### config.mk
export PLATFORM = sky130hd
export DESIGN_NAME = rrf_cover
export DESIGN_NICKNAME = d
export VERILOG_FILES = /design/src/rtl/rectangle_raster_fill_core_macros.svh /design/src/rtl/rrf_pkg.sv /design/src/rtl/rrf_cover.sv
export SDC_FILE = /design/constraint.sdc
export NUM_CORES = 1
export LEC_CHECK = 0
export ABC_AREA = 0
export ABC_CLOCK_PERIOD_IN_PS = 3480
export BUFFER_PORTS_ARGS = -buffer_cell sky130_fd_sc_hd__buf_2
export CAP_MARGIN = 20
export CORE_ASPECT_RATIO = 0.75
export CORE_MARGIN = 3
export CORE_UTILIZATION = 41
export DETAILED_ROUTE_END_ITERATION = 12
export GPL_ROUTABILITY_DRIVEN = 0
export PLACE_DENSITY_LB_ADDON = 0.25
export SLEW_MARGIN = 20
export SYNTH_ARGS = -nofsm -noshare
export SYNTH_HDL_FRONTEND = slang
export SYNTH_SLANG_ARGS = --single-unit
### constraint.sdc
create_clock -name vclk -period 3.48
set_input_delay 0.348 -clock vclk [all_inputs]
set_output_delay 0.348 -clock vclk [all_outputs]
set_load 0.01 [all_outputs]
### src/rtl/rectangle_raster_fill_core_macros.svh
// assertion macros for the rectangle raster fill core
`ifndef RECTANGLE_RASTER_FILL_CORE_MACROS_SVH
`define RECTANGLE_RASTER_FILL_CORE_MACROS_SVH

`ifndef ASSERT_OFF

`define RRF_ASSERT_IMPL(lbl, clk_s, rst_s, a, b) \
    lbl: assert property (@(posedge clk_s) disable iff (!rst_s) (a) |-> (b)) \
        else $error("rrf check failed");

`define RRF_ASSERT_NEXT(lbl, clk_s, rst_s, a, b) \
    lbl: assert property (@(posedge clk_s) disable iff (!rst_s) (a) |=> (b)) \
        else $error("rrf check failed");

`else

`define RRF_ASSERT_IMPL(lbl, clk_s, rst_s, a, b)

`define RRF_ASSERT_NEXT(lbl, clk_s, rst_s, a, b)

`endif

`endif

### src/rtl/rrf_pkg.sv
`timescale 1ns / 1ps

package rrf_pkg;

    localparam int MAX_SIDE_DEF  = 256;
    localparam int FRAC_BITS_DEF = 8;

    localparam int COORD_W = 20;
    localparam int CFG_W   = 9;
    localparam int PIX_W   = 8;
    localparam int POS_W   = 8;

    // input tdata layout, lowest bit first
    localparam int IN_X_LSB       = 0;
    localparam int IN_Y_LSB       = 20;
    localparam int IN_W_LSB       = 40;
    localparam int IN_H_LSB       = 60;
    localparam int IN_OUTLINE_BIT = 80;
    localparam int IN_COLOR_LSB   = 81;
    localparam int IN_ROW_LSB     = 89;
    localparam int IN_COL_LSB     = 97;
    localparam int IN_DATA_W      = 112;
    localparam int OUT_DATA_W     = 16;

    localparam logic [1:0] ACT_CLEAR = 2'd0;
    localparam logic [1:0] ACT_DRAW  = 2'd1;
    localparam logic [1:0] ACT_READ  = 2'd2;

    localparam logic [1:0] ST_OK    = 2'd0;
    localparam logic [1:0] ST_SIZE  = 2'd1;
    localparam logic [1:0] ST_RANGE = 2'd2;

    localparam logic [1:0] REG_WIDTH      = 2'd0;
    localparam logic [1:0] REG_HEIGHT     = 2'd1;
    localparam logic [1:0] REG_BACKGROUND = 2'd2;

    localparam logic [CFG_W-1:0] WIDTH_RST      = 9'd1;
    localparam logic [CFG_W-1:0] HEIGHT_RST     = 9'd1;
    localparam logic [PIX_W-1:0] BACKGROUND_RST = 8'd32;

    // bound slots per axis: low edge, low edge plus one, high edge, high edge minus one
    localparam int B_LO   = 0;
    localparam int B_IN   = 1;
    localparam int B_HI   = 2;
    localparam int B_BAND = 3;
    localparam int BOUND_N = 4;

    typedef enum logic [2:0] {
        S_IDLE,
        S_EDGE,
        S_BAND,
        S_SWEEP,
        S_RDADDR,
        S_RDMEM,
        S_DONE
    } rrf_state_t;

    typedef struct packed {
        logic in_rect;
        logic border;
    } cover_t;

endpackage

### src/rtl/rrf_cover.sv
`timescale 1ns / 1ps

module rrf_cover #(
    parameter int IDX_W     = 8,
    parameter int FRAC_BITS = 8,
    parameter int CW        = 22
) (
    input  logic [IDX_W-1:0]     col,
    input  logic [IDX_W-1:0]     row,
    input  logic signed [CW-1:0] xb [rrf_pkg::BOUND_N],
    input  logic signed [CW-1:0] yb [rrf_pkg::BOUND_N],
    output rrf_pkg::cover_t      cov
);
    import rrf_pkg::*;

    logic signed [CW-1:0] px;
    logic signed [CW-1:0] py;
    logic                 in_x;
    logic                 in_y;
    logic                 band;

    always_comb
    begin
        px   = CW'(col) << FRAC_BITS;
        py   = CW'(row) << FRAC_BITS;
        in_x = (px >= xb[B_LO]) && (px <= xb[B_HI]);
        in_y = (py >= yb[B_LO]) && (py <= yb[B_HI]);
        // less than one unit from any edge
        band = (px < xb[B_IN]) || (px > xb[B_BAND]) ||
               (py < yb[B_IN]) || (py > yb[B_BAND]);
        cov.in_rect = in_x && in_y;
        cov.border  = in_x && in_y && band;
    end

endmodule

==> results by group, run 1 <==
Floorplanning
  • Initial Util: 45.2%
  • Die width: 85.3 µm
  • I/O pin cnt: 194
  • Die ar.: 0.00559 mm²
  • Die Y: 65.5 µm
  • Core box area: 0.00428 mm²
  • Cell row count: 20

Critical path
  • Crit-path max FO: 4
  • CP endpoint: cov[0]
  • Critical Path AT: 2.21 ns
  • CP endpoint kind: output port
  • Setup CP Type: primary input to output port
  • CP required: 3.13 ns
  • Startpoint Class: primary input
  • Critical path origin: col[3]

Final layout
  • Area growth, synth to finish: 53.8%
  • Clkbuf count: 0
  • Register area: 0 µm²
  • Layout filler cell count: 370
  • Num sequential: 0
  • Post-Layout Inst Area: 0.00297 mm²
  • Layout cells sized above 1: 44.0%
  • N_diodes: 0
  • Final net count: 717

Global routing
  • Largest net degree at the start of global routing: 5
  • Number of global-route vias before repair: 2504
  • All-Layer GR Usage: 22.5%
  • Total grt overflow: 0
  • First-pass GRT wire length: 10.5 mm
  • Initial antenna violation count: 0

Detailed routing
  • Met3 WL: 541 µm
  • DR vias/cell: 5.03
  • Post-route ant nets: 0
  • Routed Wire Length: 6.84 mm
  • Detailed Route Iter0 Violations: 68
  • Drt pass-1 iters: 4
  • Top routing layer used: met4
  • Met2 Wirelength: 3.27 mm
  • DR WL/cell: 13.3 µm
  • DRT met1 WL: 2.98 mm
  • DR DRC count: 0
  • Via count: 2583

STA
  • Slew @ Worst Pin: 0.394 ns
  • Shortest period the worst path allows: 2.56 ns
  • Final Max Tran Viols: 0
  • Setup WS post-layout: 0.918 ns
  • Final setup fails: 0
  • Setup repair after global routing missed its margin: no
  • Fmax: 390 MHz
  • Relative slew slack: 73.4%
  • Final hold vios: 0
  • Fin crit share: 73.6%
  • Hold WS: 1.15 ns
  • Setup_tns: 0 ns

Pwr
  • Comb pwr share: 100.0%
  • Sw Ratio: 45.8%
  • Pwr/cell area: 96.9 mW/mm²
  • P_sw: 132 µW
  • Cell-internal power: 156 µW
  • Clock Power Share: 0%
  • PnR Total Power: 288 µW
  • Sequential Power Share: 0%
  • Max VDD drop: 52.6 µV
  • Lkg Pwr: 0.00185 µW

Placed design
  • Port-buffer cells: 194
  • Pre-CTS setup slack: 0.952 ns
  • Area after detailed placement: 0.00297 mm²
  • Hpwl dp: 6.52 mm

Synthesis
  • Yosys cell types: 39
  • Yosys top cell area share: 41.4%
  • Synth Cell Area: 0.00193 mm²
  • Synth Net Count: 521
  • Largest cells by area after synthesis: ha_1, inv_1, a21oi_1
  • Seq/Total Area, Yosys: 0%
  • Top cell type by total area after synthesis: ha_1
  • Synth Warn #: 0
  • Syn Inst Count: 265
  • Avg Inst Size Synth: 7.30 µm²

Min path
  • Hold Path Origin: yb[43]
  • Worst Hold Class: primary input to output port

Outcome
  • Run status: finished, final reports clean

CTS
  • Hold-fix buffers, CTS: 0
  • Post-CTS sizing: 0
  • Post-CTS Setup Repair Bufs: 0

Flow run
  • Max-cap violation count: 0
-- synth_stat cells (all sizes together) --
library cell	count
a211oi	5
a21boi	1
o21ai	8
nand3	5
and3	1
a41o	1
o211ai	3
inv	65
nor2	10
or4b	2
nor2b	1
nand4	8
nand2b	2
nand2	12
a2111o	1
nor4	11
o311ai	1
o21bai	1
a21o	5
a2111oi	2
o21ba	1
o22ai	1
and4b	3
a21oi	26
a2bb2oi	1
nor4b	3
and4	3
ha	64
a311o	1
o2111ai	3
nor3	4
o21a	1
or4	9
-- area by class of cell --
type	instances	area, µm²	share of cell area (%)
multi-input cells	200	1690	56.8
repair buffers	194	971	32.6
inverters	65	244	8.20
well taps	55	68.8	2.31
-- cells by family (layout without fill, tap and decap cells) --
group           count (synthesis)  in the layout  synth area share (%)
simple gates                   74             74                  23.7
fa+ha+maj                      64             64                  41.4
buf+inv                        65            259                  12.6
compound gates                 62             62                  22.3
-- worst max-delay path, cell delays in order --
cell,delay [ns]
buf_2,0.13
ha_1,0.30
and4_1,0.23
a2111o_1,0.37
o211ai_1,0.22
o2111ai_2,0.19
a211oi_2,0.25
buf_2,0.17
-- metal layers --
metal,up-vias,global-route usage (%)
met5,-,0
met4,0,1.58
met3,6,2.13
met2,102,41.9
met1,1109,29.3
li1,1366,-
-- through the flow --
| step | utilization, % | std cells |
|---|---|---|
| 3_3_place_gp | 69.5 | 514 |
| 4_1_cts | 69.5 | 514 |
| 6_report | 69.5 | 514 |
| 3_5_place_dp | 69.5 | 514 |
| 2_1_floorplan | - | 265 |
| 5_1_grt | 69.5 | 514 |
-- power by group through the flow --
stage	Sequential [µW]	Clock [µW]	Combinational, µW
3_3_place_gp	0	0	278
5_1_grt	0	0	334
3_5_place_dp	0	0	288
6_report	0	0	288
4_1_cts	0	0	290
2_1_floorplan	0	0	136
-- how the worst min path moves through the flow --
stage,to,slack [ns],depth (start not counted)
CTS,cov[1],1.15,5
finish,cov[1],1.15,5
global route,cov[1],1.18,5
detailed placement,cov[1],1.14,5
floorplan,cov[0],0.86,3
global placement,cov[0],1.14,5
-- layout by cell type, fill, tap and decap left out, types with 3 or more instances in the layout --
master    synthesis  layout
nor4b_1           3       3
a21oi_1          26      26
o21ai_0           8       8
nor2_1           10      10
a211oi_1          4       4
nand4_1           8       8
and4b_1           3       3
o211ai_1          3       3
ha_1             64      64
nor4_1            9       9
nand3_1           5       5
and4_1            3       3
a21o_1            4       4
inv_1            65      65
or4_1             8       8
buf_2             0     194
nor3_1            4       4
nand2_1          12      12
(Power assumes the default switching activity.)
==> inputs of run 2 (changes only) <==
--- a/config.mk
+++ b/config.mk
@@ -6,12 +6,12 @@
 export NUM_CORES = 1
 export LEC_CHECK = 0
 export ABC_AREA = 0
-export ABC_CLOCK_PERIOD_IN_PS = 3480
+export ABC_CLOCK_PERIOD_IN_PS = 2400
 export BUFFER_PORTS_ARGS = -buffer_cell sky130_fd_sc_hd__buf_2
 export CAP_MARGIN = 20
 export CORE_ASPECT_RATIO = 0.75
 export CORE_MARGIN = 3
-export CORE_UTILIZATION = 41
+export CORE_UTILIZATION = 38
 export DETAILED_ROUTE_END_ITERATION = 12
 export GPL_ROUTABILITY_DRIVEN = 0
 export PLACE_DENSITY_LB_ADDON = 0.25
==> constraint.sdc (replaced) <==
create_clock -name vclk -period 2.4
set_input_delay 0.24 -clock vclk [all_inputs]
set_output_delay 0.24 -clock vclk [all_outputs]
set_load 0.01 [all_outputs]
==> results by group, run 2 (synthesis gave the netlist of run 1 again) <==
Final layout
  • Area growth, synth to finish: 53.9% (about the same)
  • Num sequential: 0 (unchanged)
  • Layout cells sized above 1: 44.0% (unchanged)
  • Post-Layout Inst Area: 0.00298 mm² (about the same)
  • Most common cell after layout, fill and taps aside: buf_2
  • Register area: 0 µm² (unchanged)
  • Leading cell types in the layout, fill and taps excluded: buf_2, inv_1, ha_1, a21oi_1, nand2_1
  • Final net count: 717 (unchanged)
  • N_diodes: 0 (unchanged)
  • Clkbuf count: 0 (unchanged)
  • Layout filler cell count: 454 (+23%)

Critical path
  • CP endpoint kind: output port
  • Cell mode on critical path: buf_2
  • CP required: 2.16 ns (-0.97 ns)
  • Critical path's top delay family: compound AO/OA/AOI/OAI gates
  • Setup CP Type: primary input to output port
  • Worst path cell trace: buf_2 > ha_1 > and4_1 > a2111o_1 > o211ai_1 > o2111ai_2 > a211oi_2 > buf_2
  • CP max stage delay: 0.37 ns (about the same)
  • Buf+Inv Stages, Crit Path: 2 (unchanged)
  • Crit-path max FO: 4 (unchanged)
  • Critical Path AT: 2.00 ns (-0.21 ns)
  • Slowest cell on the critical path: a2111o_1
  • Startpoint Class: primary input

Pwr
  • Lkg Pwr: 0.00185 µW (unchanged)
  • Pwr/cell area: 141 mW/mm² (+45%)
  • Max VDD drop: 64.4 µV (+22%)

STA
  • Fin crit share: 93.5%
  • Setup WS post-layout: 0.156 ns (-0.762 ns)
  • Fmax: 446 MHz
  • Final hold vios: 0 (unchanged)
  • Final Max Tran Viols: 0 (unchanged)
  • Final setup fails: 0 (unchanged)
  • Shortest period the worst path allows: 2.24 ns
  • Setup_tns: 0 ns (unchanged)
  • Setup repair after global routing missed its margin: no
  • Relative slew slack: 72.7% (-0.67 points)
  • Slew @ Worst Pin: 0.399 ns (+0.00471 ns)

Min path
  • Hold Path Origin: xb[43]
  • Worst Hold Class: primary input to output port
  • Worst hold endpoint: cov[1]
  • Hold Path Depth: 5 (unchanged)

Global routing
  • All-Layer GR Usage: 21.0% (-1.5 points)
  • Initial antenna violation count: 0 (unchanged)
  • Number of global-route vias before repair: 2346 (-6.3%)
  • First-pass GRT wire length: 10.0 mm (-4.2%)
  • Largest net degree at the start of global routing: 5 (unchanged)
  • Total grt overflow: 0 (unchanged)

Detailed routing
  • Via count: 2593 (+0.39%)
  • DR vias/cell: 5.03 (about the same)
  • Drt pass-1 iters: 4 (unchanged)
  • Detailed Route Iter0 Violations: 33 (-51%)
  • DR WL/cell: 13.3 µm (+0.21%)
  • Post-route ant nets: 0 (unchanged)
  • DR DRC count: 0 (unchanged)
  • Routed Wire Length: 6.88 mm (+0.60%)

Floorplanning
  • I/O pin cnt: 194 (unchanged)
  • Core box area: 0.00468 mm² (+9.3%)
  • Die Y: 67.8 µm (+3.5%)
  • Die width: 88.4 µm (+3.6%)
  • Die ar.: 0.00599 mm² (+7.2%)
  • Cell row count: 21 (+5.0%)
  • Initial Util: 41.4% (-3.8 points)

CTS
  • Post-CTS sizing: 0 (unchanged)
  • Hold-fix buffers, CTS: 0 (unchanged)
  • Post-CTS Setup Repair Bufs: 0 (unchanged)

Placed design
  • Pre-CTS setup slack: 0.134 ns (-0.817 ns)
  • Area after detailed placement: 0.00298 mm² (about the same)
  • Port-buffer cells: 194 (unchanged)
  • Hpwl dp: 6.62 mm (+1.5%)

Flow run
  • Max-cap violation count: 0 (unchanged)

Outcome
  • Run status: finished, final reports clean
==> run 2: worst min-delay path: cells and delay by family <==
family                 cells  cell delay (ns)
buffers and inverters      2             0.25
AND/OR/NAND/NOR            1             0.05
AO/OA/AOI/OAI              2             0.15
==> run 2: area by class of cell <==
cell class         instances  area [µm²]  area share, %
repair buffers           194         971           32.6
inverters                 65         244           8.20
multi-input cells        200        1690           56.8
well taps                 57        71.3           2.40
==> run 2: routing by layer <==
layer  wire [µm]  track usage [%]
met1        2960             27.3
met5           0                0
met3         547             1.59
met2        3320             39.3
met4          48             1.70
==> run 2: report_power, final <==
part	total (µW)	switching [µW]	leakage (µW)	internal (µW)
Sequential	0	0	0	0
Combinational	419	192	0.00185	227
Clock	0	0	0	0
Total	419	192	0.00185	227
==> run 2: per-stage QoR <==
step / util, % / hold slack [ns] / std cells / power [µW]
global placement: 63.6 / 0.926 / 516 / 405
CTS: 63.6 / 0.938 / 516 / 422
global route: 63.6 / 0.955 / 516 / 481
finish: 63.6 / 0.926 / 516 / 419
floorplan: - / 0.647 / 265 / 198
detailed placement: 63.6 / 0.938 / 516 / 419
==> run 2: how the worst max path moves through the flow <==
stage | start | endpoint | cells past startpoint
2_1_floorplan | xb[33] | cov[0] | 7
3_3_place_gp | col[3] | cov[0] | 8
3_5_place_dp | col[3] | cov[0] | 8
4_1_cts | col[3] | cov[0] | 8
5_1_grt | row[7] | cov[0] | 8
6_report | col[3] | cov[0] | 8
